===== src/design/hcpg_pkg.sv =====
// Package for the Hermite curve point generator: shared types, state codes
// and fixed-point constants. No dependencies.
`timescale 1ns / 1ps
`default_nettype none

package hcpg_pkg;

  localparam int BASIS_FRAC   = 16;
  localparam int T_W          = BASIS_FRAC + 1;   // t and the basis values span [0, 1]
  localparam int IDX_W        = 6;
  localparam int COORD_W      = 32;
  localparam int DIV_STEPS    = T_W;              // quotient bits of 2^16 / N
  localparam int DIV_CNT_W    = 5;

  localparam logic [IDX_W-1:0]     DIV_COUNT_RESET = 6'd16;
  localparam logic [T_W-1:0]       BASIS_ONE       = 17'h10000;
  localparam logic [DIV_CNT_W-1:0] DIV_LAST_STEP   = 5'(DIV_STEPS - 1);
  localparam logic [COORD_W-1:0]   COORD_MAX       = 32'h7FFF_FFFF;
  localparam logic [COORD_W-1:0]   COORD_MIN       = 32'h8000_0000;

  typedef enum logic [1:0] {
    SEQ_IDLE,
    SEQ_DIVIDE,
    SEQ_ISSUE,
    SEQ_REJECT
  } seq_state_t;

  typedef struct packed {
    logic signed [COORD_W-1:0] start_pos_x;
    logic signed [COORD_W-1:0] start_pos_y;
    logic signed [COORD_W-1:0] start_tan_x;
    logic signed [COORD_W-1:0] start_tan_y;
    logic signed [COORD_W-1:0] end_pos_x;
    logic signed [COORD_W-1:0] end_pos_y;
    logic signed [COORD_W-1:0] end_tan_x;
    logic signed [COORD_W-1:0] end_tan_y;
  } coords_t;

  typedef struct packed {
    logic [IDX_W-1:0] index;
    logic             last;
    logic             rejected;
  } meta_t;

  typedef struct packed {
    logic             valid;
    logic [T_W-1:0]   t;
    meta_t            meta;
  } seq_item_t;

  typedef struct packed {
    logic [T_W-1:0] h00;
    logic [T_W-1:0] h01;
    logic [T_W-1:0] h10;
    logic [T_W-1:0] h11;   // magnitude; this basis term is subtracted
  } basis_t;

endpackage

`default_nettype wire


===== src/design/hcpg_seq.sv =====
// Request sequencer: latches a curve request, finds 2^16 / N bit-serially and
// then steps t = round(i / N) in Q1.16 for i = 0..N. Depends on hcpg_pkg.
`timescale 1ns / 1ps
`default_nettype none

module hcpg_seq (
  input  wire logic                clk,
  input  wire logic                rst_n,
  input  wire logic                in_valid,
  output      logic                in_ready,
  input  wire hcpg_pkg::coords_t   in_coords,
  input  wire logic [5:0]          div_count,
  input  wire logic                adv,
  output      hcpg_pkg::seq_item_t item,
  output      hcpg_pkg::coords_t   req_coords
);
  import hcpg_pkg::*;

  seq_state_t           state_r, state_nxt;
  logic [IDX_W-1:0]     n_r, n_nxt;
  coords_t              req_r, req_nxt;
  logic [DIV_CNT_W-1:0] div_cnt_r, div_cnt_nxt;
  logic [IDX_W:0]       rem_r, rem_nxt;
  logic [T_W-1:0]       quo_r, quo_nxt;
  logic [T_W-1:0]       t_r, t_nxt;
  logic [IDX_W-1:0]     acc_r, acc_nxt;
  logic [IDX_W-1:0]     idx_r, idx_nxt;

  logic [IDX_W:0]       trial;
  logic                 qbit;
  logic [IDX_W:0]       acc_sum;
  logic                 at_last;

  assign at_last    = (idx_r == n_r);
  assign req_coords = req_r;

  // Next state
  always_comb begin
    state_nxt = state_r;
    case (state_r)
      SEQ_IDLE: begin
        if (in_valid) begin
          state_nxt = (div_count == '0) ? SEQ_REJECT : SEQ_DIVIDE;
        end
      end
      SEQ_DIVIDE: begin
        if (div_cnt_r == '0) begin
          state_nxt = SEQ_ISSUE;
        end
      end
      SEQ_ISSUE: begin
        if (adv && at_last) begin
          state_nxt = SEQ_IDLE;
        end
      end
      SEQ_REJECT: begin
        if (adv) begin
          state_nxt = SEQ_IDLE;
        end
      end
      default: state_nxt = SEQ_IDLE;
    endcase
  end

  // Outputs
  always_comb begin
    in_ready            = 1'b0;
    item.valid          = 1'b0;
    item.t              = t_r;
    item.meta.index     = idx_r;
    item.meta.last      = at_last;
    item.meta.rejected  = 1'b0;
    case (state_r)
      SEQ_IDLE:   in_ready = 1'b1;
      SEQ_DIVIDE: item.valid = 1'b0;
      SEQ_ISSUE:  item.valid = 1'b1;
      SEQ_REJECT: begin
        item.valid         = 1'b1;
        item.t             = '0;
        item.meta.index    = '0;
        item.meta.last     = 1'b1;
        item.meta.rejected = 1'b1;
      end
      default: in_ready = 1'b0;
    endcase
  end

  // Restoring division of 2^16 by N, then the running quotient/remainder walk.
  always_comb begin
    n_nxt       = n_r;
    req_nxt     = req_r;
    div_cnt_nxt = div_cnt_r;
    rem_nxt     = rem_r;
    quo_nxt     = quo_r;
    t_nxt       = t_r;
    acc_nxt     = acc_r;
    idx_nxt     = idx_r;
    trial       = {rem_r[IDX_W-1:0], (div_cnt_r == DIV_LAST_STEP)};
    qbit        = (trial >= {1'b0, n_r});
    acc_sum     = {1'b0, acc_r} + {1'b0, rem_r[IDX_W-1:0]};
    case (state_r)
      SEQ_IDLE: begin
        if (in_valid) begin
          n_nxt       = div_count;
          req_nxt     = in_coords;
          div_cnt_nxt = DIV_LAST_STEP;
          rem_nxt     = '0;
          quo_nxt     = '0;
        end
      end
      SEQ_DIVIDE: begin
        rem_nxt     = qbit ? (trial - {1'b0, n_r}) : trial;
        quo_nxt     = {quo_r[T_W-2:0], qbit};
        div_cnt_nxt = div_cnt_r - 1'b1;
        t_nxt       = '0;
        acc_nxt     = n_r >> 1;
        idx_nxt     = '0;
      end
      SEQ_ISSUE: begin
        if (adv) begin
          idx_nxt = idx_r + 1'b1;
          // The remainder stays below 2N, so one compare and subtract suffices.
          if (acc_sum >= {1'b0, n_r}) begin
            acc_nxt = IDX_W'(acc_sum - {1'b0, n_r});
            t_nxt   = t_r + quo_r + 1'b1;
          end else begin
            acc_nxt = acc_sum[IDX_W-1:0];
            t_nxt   = t_r + quo_r;
          end
        end
      end
      SEQ_REJECT: begin
        n_nxt = n_r;
      end
      default: n_nxt = n_r;
    endcase
  end

  always_ff @(posedge clk) begin
    if (!rst_n) begin
      state_r <= SEQ_IDLE;
    end else begin
      state_r <= state_nxt;
    end
  end

  always_ff @(posedge clk) begin
    n_r       <= n_nxt;
    req_r     <= req_nxt;
    div_cnt_r <= div_cnt_nxt;
    rem_r     <= rem_nxt;
    quo_r     <= quo_nxt;
    t_r       <= t_nxt;
    acc_r     <= acc_nxt;
    idx_r     <= idx_nxt;
  end

endmodule

`default_nettype wire


===== config.mk =====
export PLATFORM = sky130hd
export DESIGN_NAME = hcpg_seq
export DESIGN_NICKNAME = d
export VERILOG_FILES = /design/src/design/hcpg_pkg.sv /design/src/design/hcpg_seq.sv
export SDC_FILE = /design/constraint.sdc
export NUM_CORES = 1
export LEC_CHECK = 0
export BUFFER_PORTS_ARGS = -buffer_cell sky130_fd_sc_hd__buf_4
export CAP_MARGIN = 20
export CORE_AREA = 4 4 211 213
export DETAILED_ROUTE_END_ITERATION = 12
export DIE_AREA = 0 0 215 217
export GPL_TIMING_DRIVEN = 0
export PLACE_DENSITY = 0.52
export SYNTH_ARGS = -nofsm -noshare
export SYNTH_HDL_FRONTEND = slang
export SYNTH_SLANG_ARGS = --single-unit
export TNS_END_PERCENT = 100

===== constraint.sdc =====
create_clock -name clk -period 11.8 [get_ports clk]
set_input_delay 2.36 -clock clk [delete_from_list [all_inputs] [get_ports clk]]
set_output_delay 2.36 -clock clk [all_outputs]
set_load 0.005 [all_outputs]

==> key figures <==
Clock network
  • Worst skew pair latency: about 0.55 ns
  • Depth of the CTS H-tree: 2
  • Cts repair resizes: 0
  • Root cell of the clock tree: clkbuf_16
  • Hold-fix buffers, CTS: 0
  • Postcts setup bufs: 0
  • Clock buffer count from CTS: 38
  • CTS Sinks: 321
  • Worst-path clk slew: ~0.060 ns
  • CTS tree: yes
  • Clock tree buffer depth: 3

Min path
  • Worst min path class: reg -> reg

Synth
  • Mapped Area: about 12,000 µm²
  • Yosys top cell by area: edfxtp_1
  • Synth Flop Type: edfxtp_1
  • Net Count, Synth: about 1,000
  • Ys Warns: 0
  • Synth unique cells: 62
  • Register bit total from synthesis: ~320
  • Top cell type's share of synthesized area: ~77%
  • Post-synth EDFFs: between 300 and 400
  • Asr flop ratio synth: 0%
  • Sequential element share of the synthesized area: slightly below 80%
  • Post-Synthesis Cells: between 700 and 800
  • Syn Area/Cell: 17.2 µm²
  • Synth area leaders: edfxtp_1, ha_1, xnor2_1

STA
  • # setup viols final: 0
  • Unrepaired setup endpoints after global routing: no
  • Slew headroom: between 50 and 60%
  • Final min period: roughly 4.5 ns
  • Final hold vios: 0
  • Fin crit share: between 30% and 40%
  • Setup_tns: 0 ns
  • Fin Clk Skew: around 0.019 ns
  • Actual slew at the worst max-slew pin: ~0.73 ns
  • Fmax: 221 MHz
  • Max Slew Vio Count: 0
  • Worst Setup Slack, final: 7.28 ns

Placement
  • Pre-CTS WS: about 7.7 ns
  • Post-Place Cells: 1,821
  • Gp weighted congestion: 0.878
  • PortBufs: between 500 and 600
  • DP HPWL: between 30,000 and 40,000 µm

Route
  • Routed length per instance: 24.5 µm
  • Residual DRC: 0
  • DR iter-0 viols: roughly 560
  • Final ANT Viol Nets: 0
  • Routed wire length: about 46,000 µm
  • Drt pass-1 iters: 4
  • Vias/cell: between 4 and 5
  • Via count: 8,449

Finish
  • # nets final: 1,622
  • Ratio of cells with drive above 1 in the final layout: 46.4%
  • Layout area overhead: 49.6%
  • Fin cells: 1,891
  • Final core utilization: a little over two fifths

Floorplan
  • Total core area: ~43,000 µm²
  • Die extent in y: between 200 and 250 µm
  • I/O Pins: roughly 550
  • Die width: between 200 and 250 µm
  • Full die area: approximately 47,000 µm²
  • Initial Utilization: between 20% and 30%
  • Std cell rows: between 70 and 80

GRT
  • Gr usage total: about a fifth
  • GRT Max-Usage Layer: met2
  • Initial antenna violation count: 16
  • M1 GR Usage: between 20% and 30%
  • Vias in the first global route: approximately 8,400
  • Met2 usage: 31.4%
  • GR Util met3: 8.32%
  • First-pass GRT wire length: ~63,000 µm
  • Largest net degree at the start of global routing: 73
  • GRT overflow: 0

Job
  • Max Cap Violations: 0

Setup path
  • Worst Path Required: 9.44 ns
  • Setup crit start kind: register
  • Crit-path max FO: 10
  • WP data arrival: between 2 and 2.5 ns
  • Worst setup EP type: output pin
  • Critical path class: reg -> out

Power
  • Worst-case vdd ir drop: approximately 0.00012 V
  • PwrDens: around 160 nW/µm²
  • Leakage power: approximately 7.6 nW

Status
  • Run status: complete, no violations
-- layout by cell type, fill, tap and decap left out, types with 3 or more instances in the layout --
cell type / synthesis / routed
buf_4: 0 / 548
o21ai_1: 3 / 3
xnor2_1: 32 / 32
ha_1: 37 / 37
clkinv_1: 0 / 6
clkbuf_1: 11 / 21
fa_1: 4 / 4
and3_1: 3 / 3
diode_2: 0 / 5
clkbuf_16: 0 / 38
a211oi_1: 3 / 3
xor2_1: 16 / 16
nand4_1: 6 / 6
and2_1: 40 / 39
mux2i_1: 8 / 8
nand2b_1: 3 / 3
o21ai_0: 20 / 19
nand2_1: 35 / 35
nand3_1: 3 / 3
inv_1: 21 / 21
a21o_1: 9 / 9
nor3_1: 9 / 9
or3_1: 5 / 5
edfxtp_1: 319 / 319
nor4_1: 3 / 3
buf_16: 0 / 6
nor2b_1: 7 / 7
and4_1: 3 / 3
o211ai_1: 3 / 3
o21a_1: 5 / 5
a31oi_1: 5 / 5
clkinv_2: 0 / 5
a21oi_1: 24 / 24
nor2_1: 43 / 43
-- power breakdown --
part / internal, mW / switching (mW) / leakage, nW
sequential: 1.35 / 0.0375 / 3.08
combinational: 0.251 / 0.258 / 3.96
clock: 0.619 / 0.466 / 0.549
-- stage by stage --
stage                     total power [mW]  area, µm²  hold slack, ns
after global placement                1.93      17200           0.565
final                                 2.98      18500           0.561
after CTS                             3.02      18500           0.564
after global routing                  3.13      18500           0.573
after detailed placement              1.93      17400           0.556
after floorplan                       1.67      12400           0.528
-- routing by layer --
metal	up-vias	part of all wire, %	wire (µm)
met5	-	0.22	103
met2	343	49	22800
met1	4082	37	17200
met3	82	9.7	4500
li1	3928	-	-
met4	14	3.6	1690
-- path summary, 6_finish.rpt --
kind,endpoint,from,slack [ns],cells after the start
min,quo_r[10]$_SDFFCE_PN0P_,quo_r[9]$_SDFFCE_PN0P_,0.56,1
max,item[21],state_r[1]$_SDFFE_PN0P_,7.28,5
max reg2reg,t_r[14]$_SDFFCE_PN0P_,rem_r[0]$_SDFFCE_PN0P_,7.65,13
min reg2reg,quo_r[10]$_SDFFCE_PN0P_,quo_r[9]$_SDFFCE_PN0P_,0.56,1
-- sequential cells by signal (all words and copies together), names as in the netlist --
| register | flops |
|---|---|
| state_r | 2 |
| quo_r | 17 |
| acc_r | 6 |
| idx_r | 6 |
| div_cnt_r | 5 |
| t_r | 17 |
| req_coords | 256 |
| rem_r | 6 |
| n_r | 6 |
-- area by class of cell --
type,instances,area [µm²]
Fill cell,3931,24200
Buffer,13,51.3
Sequential cell,321,9620
Antenna cell,5,12.5
Inverter,21,78.8
Multi-Input combinational cell,365,2630
Timing Repair Buffer,555,4300
Clock buffer,48,988
Clock inverter,17,139
Tap cell,546,683
-- worst max-delay path, cell delays in order, from the launching register on --
cell,delay [ns]
dfxtp_1,0.32
clkbuf_1,0.41
nand2_1,0.23
clkbuf_1,0.29
and2_1,0.23
buf_4,0.14
-- cells by family after synthesis --
kind of cell,Yosys count,share of synthesized area [%]
DFF,321,77.8
buffers and inverters,34,1.05
AOI/OAI and AO/OA,94,5.12
adders and majority gates,41,4.39
muxes,10,0.830
xor gates and xnor gates,49,3.62
and+or+nand+nor,171,7.18
-- synth_stat cells (9+ instances only) --
| library cell | n |
|---|---|
| edfxtp_1 | 319 |
| nor2_1 | 43 |
| and2_1 | 40 |
| ha_1 | 37 |
| nand2_1 | 35 |
| xnor2_1 | 32 |
| a21oi_1 | 24 |
| inv_1 | 21 |
| o21ai_0 | 20 |
| xor2_1 | 16 |
| clkbuf_1 | 11 |
| a21o_1 | 9 |
| nor3_1 | 9 |
No activity file was read; power rests on OpenSTA's default activity.
